<file path="config.mk">
export PLATFORM = sky130hd
export DESIGN_NAME = radio_mode_sequencer
export DESIGN_NICKNAME = d
export VERILOG_FILES = /design/src/sv/rms_pkg.sv /design/src/sv/rms_cfg.sv /design/src/sv/rms_step.sv /design/src/sv/radio_mode_sequencer.sv
export VERILOG_INCLUDE_DIRS = /design/src /design/src/sv
export SDC_FILE = /design/constraint.sdc
export NUM_CORES = 1
export LEC_CHECK = 0
export BUFFER_PORTS_ARGS = -buffer_cell sky130_fd_sc_hd__buf_2
export CORE_MARGIN = 5
export CORE_UTILIZATION = 45
export CTS_BUF_LIST = sky130_fd_sc_hd__clkbuf_4 sky130_fd_sc_hd__clkbuf_8
export DETAILED_ROUTE_END_ITERATION = 12
export PLACE_DENSITY_LB_ADDON = 0.15
export SLEW_MARGIN = 30
export SYNTH_ARGS = -nofsm -noshare
export SYNTH_HDL_FRONTEND = slang
export SYNTH_SLANG_ARGS = --single-unit
</file>
<file path="constraint.sdc">
create_clock -name clk_i -period 2.36 [get_ports clk_i]
set_input_delay 0.708 -clock clk_i [delete_from_list [all_inputs] [get_ports clk_i]]
set_output_delay 0.708 -clock clk_i [all_outputs]
set_load 0.01 [all_outputs]
</file>
<file path="src/sv/assert_macros.svh">
// Assertion macros shared by the radio mode sequencer RTL
`ifndef ASSERT_MACROS_SVH
`define ASSERT_MACROS_SVH

// Property checked on every rising clock edge, off while reset is held
`define RMS_ASSERT(lbl, clk, rst_n, prop) \
  lbl: assert property (@(posedge clk) disable iff (!rst_n) (prop)) \
    else $error("radio mode sequencer: assertion failed");

// Implication checked in the same cycle, off while reset is held
`define RMS_ASSERT_IMPL(lbl, clk, rst_n, ante, cons) \
  lbl: assert property (@(posedge clk) disable iff (!rst_n) (ante) |-> (cons)) \
    else $error("radio mode sequencer: implication failed");

// Implication checked in the following cycle, off while reset is held
`define RMS_ASSERT_NEXT(lbl, clk, rst_n, ante, cons) \
  lbl: assert property (@(posedge clk) disable iff (!rst_n) (ante) |=> (cons)) \
    else $error("radio mode sequencer: next-cycle implication failed");

`endif

</file>
<file path="src/sv/rms_pkg.sv">
// Types and constants of the radio mode sequencer
package rms_pkg;

  // Request codes
  localparam logic [2:0] REQ_SLEEP   = 3'd0;
  localparam logic [2:0] REQ_PWR_UP  = 3'd1;
  localparam logic [2:0] REQ_OPEN_RX = 3'd2;
  localparam logic [2:0] REQ_OPEN_TX = 3'd3;
  localparam logic [2:0] REQ_SEND    = 3'd4;
  localparam logic [2:0] REQ_CLOSE   = 3'd5;
  localparam logic [2:0] REQ_IRQ     = 3'd6;

  // Operating modes
  localparam logic [2:0] MODE_PD  = 3'd0;
  localparam logic [2:0] MODE_SB1 = 3'd1;
  localparam logic [2:0] MODE_SB2 = 3'd2;
  localparam logic [2:0] MODE_RX  = 3'd3;
  localparam logic [2:0] MODE_TX  = 3'd4;

  // Settle times in delay ticks
  localparam int unsigned WAIT_W = 12;
  localparam logic [WAIT_W-1:0] T_PWRUP = 12'd2000;
  localparam logic [WAIT_W-1:0] T_PLL   = 12'd350;
  localparam logic [WAIT_W-1:0] T_PULSE = 12'd15;
  localparam logic [WAIT_W-1:0] T_SEND  = 12'd180;

  // Register map
  localparam int unsigned CFG_AW = 3;
  localparam int unsigned CFG_DW = 32;
  localparam logic REG_BURST_TX = 1'b0;
  localparam logic REG_BURST_RX = 1'b1;

  typedef struct packed {
    logic [2:0] req_type;
    logic       tx_fifo_empty;
    logic       rx_fifo_empty;
    logic       irq_rx;
    logic       irq_tx;
    logic       irq_max_rt;
  } item_t;

  typedef struct packed {
    logic [2:0] mode;
    logic       ce;
    logic       prim_rx;
    logic       pwr_up;
  } state_t;

  typedef struct packed {
    logic burst_tx;
    logic burst_rx;
  } cfg_t;

  typedef struct packed {
    logic [2:0]        mode;
    logic              ce_level;
    logic              prim_rx;
    logic              pwr_up;
    logic [WAIT_W-1:0] wait_ticks;
    logic              ce_pulsed;
    logic              flush_fifos;
    logic              event_valid;
    logic [2:0]        event_code;
    logic              clear_irq;
  } result_t;

endpackage

</file>
<file path="src/sv/rms_cfg.sv">
// Configuration register block on the APB-style port
module rms_cfg (
  input  logic                       clk_i,
  input  logic                       rst_ni,
  input  logic                       psel,
  input  logic                       penable,
  input  logic                       pwrite,
  input  logic [rms_pkg::CFG_AW-1:0] paddr,
  input  logic [rms_pkg::CFG_DW-1:0] pwdata,
  output logic [rms_pkg::CFG_DW-1:0] prdata,
  output logic                       pready,
  output rms_pkg::cfg_t              cfg_o
);

  rms_pkg::cfg_t cfg_q, cfg_d;
  logic          wr_en;
  logic          reg_sel;

  assign pready  = 1'b1;
  assign wr_en   = psel && penable && pwrite;
  // registers sit on 4-byte steps
  assign reg_sel = paddr[2];

  // write decode
  always_comb begin
    cfg_d = cfg_q;
    if (wr_en) begin
      unique case (reg_sel)
        rms_pkg::REG_BURST_TX: cfg_d.burst_tx = pwdata[0];
        rms_pkg::REG_BURST_RX: cfg_d.burst_rx = pwdata[0];
        default:               cfg_d = cfg_q;
      endcase
    end
  end

  always_ff @(posedge clk_i or negedge rst_ni) begin
    if (!rst_ni) begin
      cfg_q <= '0;
    end else begin
      cfg_q <= cfg_d;
    end
  end

  // read mux
  always_comb begin
    prdata = '0;
    unique case (reg_sel)
      rms_pkg::REG_BURST_TX: prdata[0] = cfg_q.burst_tx;
      rms_pkg::REG_BURST_RX: prdata[0] = cfg_q.burst_rx;
      default:               prdata = '0;
    endcase
  end

  assign cfg_o = cfg_q;

endmodule

</file>
<file path="src/sv/rms_step.sv">
// Decision logic: next mode state and result for one request
module rms_step (
  input  rms_pkg::state_t  cur_i,
  input  rms_pkg::item_t   item_i,
  input  rms_pkg::cfg_t    cfg_i,
  output rms_pkg::state_t  nxt_o,
  output rms_pkg::result_t res_o
);

  typedef struct packed {
    rms_pkg::state_t                 st;
    logic [rms_pkg::WAIT_W-1:0]      w;
  } sb_t;

  // move to standby, with the wait that costs
  function automatic sb_t go_standby(rms_pkg::state_t s);
    sb_t r;
    r.st = s;
    r.w  = '0;
    if (s.mode != rms_pkg::MODE_SB1) begin
      if (s.mode == rms_pkg::MODE_PD) begin
        r.st.pwr_up = 1'b1;
        r.w         = rms_pkg::T_PWRUP;
      end else begin
        r.st.ce = 1'b0;
      end
      r.st.mode = rms_pkg::MODE_SB1;
    end
    return r;
  endfunction

  sb_t                        sb;
  rms_pkg::state_t            nxt;
  logic [rms_pkg::WAIT_W-1:0] wait_t;
  logic                       pulsed, flush, ev, clr, irq_sb;
  logic [2:0]                 code;

  assign sb = go_standby(cur_i);

  // interrupt returns to standby when its FIFO condition holds and the matching burst mode is off
  assign irq_sb = (item_i.irq_tx && item_i.tx_fifo_empty && !cfg_i.burst_tx) ||
                  (item_i.irq_rx && !item_i.rx_fifo_empty && !cfg_i.burst_rx);

  // per-request update
  always_comb begin
    nxt    = cur_i;
    wait_t = '0;
    pulsed = 1'b0;
    flush  = 1'b0;
    ev     = 1'b0;
    code   = '0;
    clr    = 1'b0;
    unique case (item_i.req_type)
      rms_pkg::REQ_SLEEP: begin
        flush = 1'b1;
        if (cur_i.mode != rms_pkg::MODE_PD) begin
          nxt.ce     = 1'b0;
          nxt.pwr_up = 1'b0;
          nxt.mode   = rms_pkg::MODE_PD;
        end
      end
      rms_pkg::REQ_PWR_UP: begin
        flush  = 1'b1;
        nxt    = sb.st;
        wait_t = sb.w;
      end
      rms_pkg::REQ_OPEN_RX: begin
        if (cur_i.mode != rms_pkg::MODE_RX) begin
          nxt         = sb.st;
          nxt.ce      = 1'b1;
          nxt.prim_rx = 1'b1;
          nxt.mode    = rms_pkg::MODE_RX;
          wait_t      = sb.w + rms_pkg::T_PLL;
        end
      end
      rms_pkg::REQ_OPEN_TX: begin
        if (cur_i.mode != rms_pkg::MODE_TX) begin
          nxt         = sb.st;
          nxt.ce      = 1'b1;
          nxt.prim_rx = 1'b0;
          nxt.mode    = item_i.tx_fifo_empty ? rms_pkg::MODE_SB2 : rms_pkg::MODE_TX;
          wait_t      = sb.w + rms_pkg::T_PLL;
        end
      end
      rms_pkg::REQ_SEND: begin
        nxt         = sb.st;
        nxt.prim_rx = 1'b0;
        nxt.ce      = 1'b0;
        nxt.mode    = item_i.tx_fifo_empty ? rms_pkg::MODE_SB2 : rms_pkg::MODE_SB1;
        pulsed      = 1'b1;
        wait_t      = sb.w + rms_pkg::T_PULSE + rms_pkg::T_SEND;
      end
      rms_pkg::REQ_CLOSE: begin
        nxt    = sb.st;
        wait_t = sb.w;
      end
      rms_pkg::REQ_IRQ: begin
        // a second standby move after the first costs nothing
        if (irq_sb) begin
          nxt    = sb.st;
          wait_t = sb.w;
        end
        ev   = 1'b1;
        code = {item_i.irq_max_rt, item_i.irq_tx, item_i.irq_rx};
        clr  = 1'b1;
      end
      default: begin
        nxt = cur_i;
      end
    endcase
  end

  assign nxt_o = nxt;

  // result fields
  always_comb begin
    res_o.mode        = nxt.mode;
    res_o.ce_level    = nxt.ce;
    res_o.prim_rx     = nxt.prim_rx;
    res_o.pwr_up      = nxt.pwr_up;
    res_o.wait_ticks  = wait_t;
    res_o.ce_pulsed   = pulsed;
    res_o.flush_fifos = flush;
    res_o.event_valid = ev;
    res_o.event_code  = code;
    res_o.clear_irq   = clr;
  end

endmodule

</file>
<file path="src/sv/radio_mode_sequencer.sv">
// Top level of the radio mode sequencer: input stage, mode state and result register
// Path: a request passes the input register, then the result register, before its result is
//   valid; the mode state is updated as the request leaves the input stage.
// Throughput: one request per cycle, sustained, while the result side takes one per cycle.
// Reset: rst_ni clears both stages, the mode state (power down, all lines low) and the
//   burst registers; the block takes requests in the first cycle after reset is released.
`include "assert_macros.svh"

module radio_mode_sequencer (
  input  logic                       clk_i,
  input  logic                       rst_ni,
  // configuration port
  input  logic                       psel,
  input  logic                       penable,
  input  logic                       pwrite,
  input  logic [rms_pkg::CFG_AW-1:0] paddr,
  input  logic [rms_pkg::CFG_DW-1:0] pwdata,
  output logic [rms_pkg::CFG_DW-1:0] prdata,
  output logic                       pready,
  // request channel
  input  logic                       in_valid_i,
  output logic                       in_ready_o,
  input  logic [2:0]                 req_type_i,
  input  logic                       tx_fifo_empty_i,
  input  logic                       rx_fifo_empty_i,
  input  logic                       irq_rx_i,
  input  logic                       irq_tx_i,
  input  logic                       irq_max_rt_i,
  // result channel
  output logic                       out_valid_o,
  input  logic                       out_ready_i,
  output logic [2:0]                 mode_o,
  output logic                       ce_level_o,
  output logic                       prim_rx_o,
  output logic                       pwr_up_o,
  output logic [rms_pkg::WAIT_W-1:0] wait_ticks_o,
  output logic                       ce_pulsed_o,
  output logic                       flush_fifos_o,
  output logic                       event_valid_o,
  output logic [2:0]                 event_code_o,
  output logic                       clear_irq_o
);

  rms_pkg::cfg_t    cfg;
  rms_pkg::item_t   in_item;
  rms_pkg::item_t   s1_item_q;
  logic             s1_valid_q;
  logic             out_valid_q;
  rms_pkg::result_t res_q, res_d;
  rms_pkg::state_t  state_q, state_d;
  logic             out_free, s1_adv, in_acc;

  rms_cfg u_cfg (
    .clk_i   (clk_i),
    .rst_ni  (rst_ni),
    .psel    (psel),
    .penable (penable),
    .pwrite  (pwrite),
    .paddr   (paddr),
    .pwdata  (pwdata),
    .prdata  (prdata),
    .pready  (pready),
    .cfg_o   (cfg)
  );

  assign in_item.req_type      = req_type_i;
  assign in_item.tx_fifo_empty = tx_fifo_empty_i;
  assign in_item.rx_fifo_empty = rx_fifo_empty_i;
  assign in_item.irq_rx        = irq_rx_i;
  assign in_item.irq_tx        = irq_tx_i;
  assign in_item.irq_max_rt    = irq_max_rt_i;

  // handshake: an item moves on when the stage ahead is free or emptying
  assign out_free   = !out_valid_q || out_ready_i;
  assign s1_adv     = s1_valid_q && out_free;
  assign in_ready_o = !s1_valid_q || s1_adv;
  assign in_acc     = in_valid_i && in_ready_o;

  rms_step u_step (
    .cur_i  (state_q),
    .item_i (s1_item_q),
    .cfg_i  (cfg),
    .nxt_o  (state_d),
    .res_o  (res_d)
  );

  // control and mode state
  always_ff @(posedge clk_i or negedge rst_ni) begin
    if (!rst_ni) begin
      s1_valid_q    <= 1'b0;
      out_valid_q   <= 1'b0;
      state_q.mode    <= rms_pkg::MODE_PD;
      state_q.ce      <= 1'b0;
      state_q.prim_rx <= 1'b0;
      state_q.pwr_up  <= 1'b0;
    end else begin
      if (in_ready_o) begin
        s1_valid_q <= in_valid_i;
      end
      if (out_free) begin
        out_valid_q <= s1_valid_q;
      end
      if (s1_adv) begin
        state_q <= state_d;
      end
    end
  end

  // payload registers
  always_ff @(posedge clk_i) begin
    if (in_acc) begin
      s1_item_q <= in_item;
    end
    if (s1_adv) begin
      res_q <= res_d;
    end
  end

  assign out_valid_o   = out_valid_q;
  assign mode_o        = res_q.mode;
  assign ce_level_o    = res_q.ce_level;
  assign prim_rx_o     = res_q.prim_rx;
  assign pwr_up_o      = res_q.pwr_up;
  assign wait_ticks_o  = res_q.wait_ticks;
  assign ce_pulsed_o   = res_q.ce_pulsed;
  assign flush_fifos_o = res_q.flush_fifos;
  assign event_valid_o = res_q.event_valid;
  assign event_code_o  = res_q.event_code;
  assign clear_irq_o   = res_q.clear_irq;

  // power bit follows the mode: low exactly in power down
  `RMS_ASSERT(a_pwr_mode, clk_i, rst_ni, (state_q.mode == rms_pkg::MODE_PD) == !state_q.pwr_up)
  // mode state moves only when an item leaves the input stage
  `RMS_ASSERT_NEXT(a_state_hold, clk_i, rst_ni, !s1_adv, $stable(state_q))
  // a single send ends in standby with chip enable low
  `RMS_ASSERT_IMPL(a_send_sb, clk_i, rst_ni, out_valid_o && ce_pulsed_o,
    !ce_level_o && (mode_o == rms_pkg::MODE_SB1 || mode_o == rms_pkg::MODE_SB2))
  // no interrupt report without an interrupt request
  `RMS_ASSERT_IMPL(a_evt_code, clk_i, rst_ni, out_valid_o && !event_valid_o,
    event_code_o == 3'd0 && !clear_irq_o)
  // settle wait never exceeds power-up plus PLL lock
  `RMS_ASSERT_IMPL(a_wait_max, clk_i, rst_ni, out_valid_o,
    wait_ticks_o <= rms_pkg::T_PWRUP + rms_pkg::T_PLL)

endmodule

</file>
==> flow_metrics.env <==
export IMPL_p_leak_nw=1.01
export IMPL_maxCapViolCount=0
export IMPL_cpPeakStageDelay_ns=0.32
export IMPL_port_buffers=44
export IMPL_critPathTopFamily="multiplexers"
export IMPL_clk_pin_slew_ns=0.07
export IMPL_drc_errors=0
export IMPL_cp_end_kind="output port"
export IMPL_cts_resized=0
export IMPL_antenna_found_initial=0
export IMPL_yosys_top_cells_area="edfxtp_1, buf_4, dfrtp_1"
export IMPL_clk_path_buf_depth=2
export IMPL_final_max_slew_viol_count=0
export IMPL_cts_tree="done"
export IMPL_yosys_warnings=0
export IMPL_root_buffer="clkbuf_8"
export IMPL_synth_cells=177
export IMPL_post_route_util=0.515
export IMPL_synth_edf_count=30
export IMPL_die_y_um=77.5
export IMPL_synthAdderAreaFrac=0
export IMPL_tns_ns=0
export IMPL_hold_violations=0
export IMPL_critPathLaunch="paddr[2]"
export IMPL_ys_seq_elements=40
export IMPL_muxShareOfSynthArea=0.0274
export IMPL_synth_area_um2=2050
export IMPL_initial_core_util=0.468
export IMPL_synth_top_cells_by_count="buf_4, edfxtp_1, nand2_1"
export IMPL_wirelength_um=3720
export IMPL_worstSetupPathType="in -> out"
export IMPL_ant_nets=0
export IMPL_avgSynthCellArea_um2=11.6
export IMPL_rsz0062_at_grt="false"
export IMPL_yosysMostFrequentCell="buf_4"
export IMPL_yosys_area_top_type="edfxtp_1"
export IMPL_cp_required_ns=1.65
export IMPL_synthXorXnorAreaFrac=0
export IMPL_grt_pass1_wl_um=6290
export IMPL_diodes=0
export IMPL_post_route_min_period_ns=1.99
export IMPL_synth_seq_area_share=0.561
export IMPL_die_area_um2=6010
export IMPL_io_pins=110
export IMPL_core_area_um2=4380
export IMPL_r2r_slack_ns=0.69
export IMPL_rows=24
export IMPL_finalCritPeriodShare=0.842
export IMPL_endpoint="prdata[0]"
export IMPL_critPathMostFrequentCell="buf_2"
export IMPL_grt_pass1_vias=1306
export IMPL_grt_start_max_net_pins=15
export IMPL_wl_per_cell_um=13.6
export IMPL_critical_path_arrival_ns=1.28
export IMPL_worst_path_max_delay_cell="mux2_2"
export IMPL_drive_gt1_frac=0.299
export IMPL_via_per_inst=4.84
export IMPL_fmax_ghz=0.503
export IMPL_status="completed"
export IMPL_firstDrtPassIters=4
export IMPL_synthArstFlopShare=0.250
export IMPL_setup_violations=0
export IMPL_synth_top_family_by_area="buffers and inverters"
export IMPL_area_delta_synth_final_pct=10.0
export IMPL_hpwl_um=2900
export IMPL_clock_sinks=40
export IMPL_path_max_fanout=3
export IMPL_vias=1321
export IMPL_path_buf_inv=2
export IMPL_ff2ff_path_depth=4
export IMPL_die_x_um=77.5
export IMPL_hold_buffers=0
export IMPL_skew_ns=0.00535
export IMPL_drtIter0Drc=85
export IMPL_crit_chain="buf_2, mux2_2, buf_2"
export IMPL_post_cts_buffers=0
export IMPL_holdCritPathClass="in -> async"
export IMPL_track_usage=0.129
export IMPL_htreeDepth=2
export IMPL_irDropWorstVdd_uv=320
export IMPL_gp_congestion=0.853
export IMPL_finalNetCount=270
export IMPL_synth_cell_type_count=39
export IMPL_yosys_area_top_type_share=0.439
export IMPL_synth_ff_type="edfxtp_1"
export IMPL_cts_buffers=5
export IMPL_synth_compound_area_frac=0.0951
export IMPL_grt_ovfl_total=0
export IMPL_synth_simple_area_share=0.148
export IMPL_timing_rr_start="s1_item_q[7]"
export IMPL_powerDensity_nw_per_um2=737
export IMPL_insertion_delay_ns=0.29
export IMPL_crit_cells=3
export IMPL_r2r_end="state_q[3]"
export IMPL_worst_setup_path_start_kind="primary input"
==> kinds of logic (layout without fill, tap and decap cells) <==
| kind of cell | after synthesis | in the layout |
|---|---|---|
| mux | 5 | 5 |
| compound gates | 30 | 30 |
| buf+inv | 50 | 64 |
| flops | 40 | 40 |
| simple gates | 50 | 50 |
| other cells | 2 | 32 |
==> registers in the layout (all words and copies together), names as in the netlist <==
signal,flops
ce_level_o,1
pwr_up_o,1
ce_pulsed_o,1
event_code_o,3
prim_rx_o,1
s1_valid_q,1
u_cfg.cfg_o,2
state_q,6
clear_irq_o,1
wait_ticks_o,10
mode_o,3
flush_fifos_o,1
out_valid_o,1
s1_item_q,8
==> area by class of cell <==
class	instances	area (um2)
repair buffers	47	243
multi-input cells	117	676
fillers	400	2130
clock buffers	7	83.8
flip-flops and latches	40	1150
well taps	52	65.1
inverters	9	33.8
clock inverters	1	5.00
==> how the worst min path moves through the flow <==
stage | startpoint | cells after the start | slack, ns | end
2_1_floorplan | rst_ni | 0 | 0.41 | out_valid_o
3_3_place_gp | state_q[0] | 2 | 0.47 | state_q[0]
3_5_place_dp | s1_valid_q | 1 | 0.48 | out_valid_o
4_1_cts | rst_ni | 1 | 0.28 | u_cfg.cfg_o[1]
5_1_grt | rst_ni | 1 | 0.29 | state_q[3]
6_report | rst_ni | 1 | 0.29 | u_cfg.cfg_o[1]
==> through the flow <==
stage / cell area [um2] / power [mW] / setup slack, ns / cells / hold slack [ns]
global placement: 2170 / 1.21 / 0.342 / 265 / 0.474
finish: 2260 / 1.66 / 0.372 / 273 / 0.285
global route: 2260 / 1.76 / 0.360 / 273 / 0.285
detailed placement: 2170 / 1.23 / 0.317 / 265 / 0.479
CTS: 2260 / 1.68 / 0.369 / 273 / 0.284
floorplan: 2160 / 1.17 / 0.237 / 207 / 0.412
==> power breakdown <==
group | internal [mW] | switching (mW) | total (mW)
clock | 0.230 | 0.223 | 0.454
sequential | 0.850 | 0.0660 | 0.916
combinational | 0.120 | 0.173 | 0.293
total | 1.20 | 0.462 | 1.66
==> cells in the final DEF (no fill, tap or decap), drive strengths merged, types with 3 or more instances in the layout <==
cell	Yosys	routed
nor2	9	9
conb	2	32
nand4	3	3
mux2	5	5
dfrtp	10	10
o21ai	9	9
o2bb2ai	3	3
edfxtp	30	30
and2	4	4
inv	8	8
clkbuf	0	7
buf	41	47
nand2b	5	5
nand2	14	14
a21oi	8	8
==> routing by layer <==
metal	vias to the layer above	GRT usage	wire length (um)
met5	-	0	0
met1	624	0.149	1470
met2	51	0.225	1920
li1	640	-	-
met3	6	0.0417	288
met4	0	0.0412	52
(Power assumes the default switching activity.)
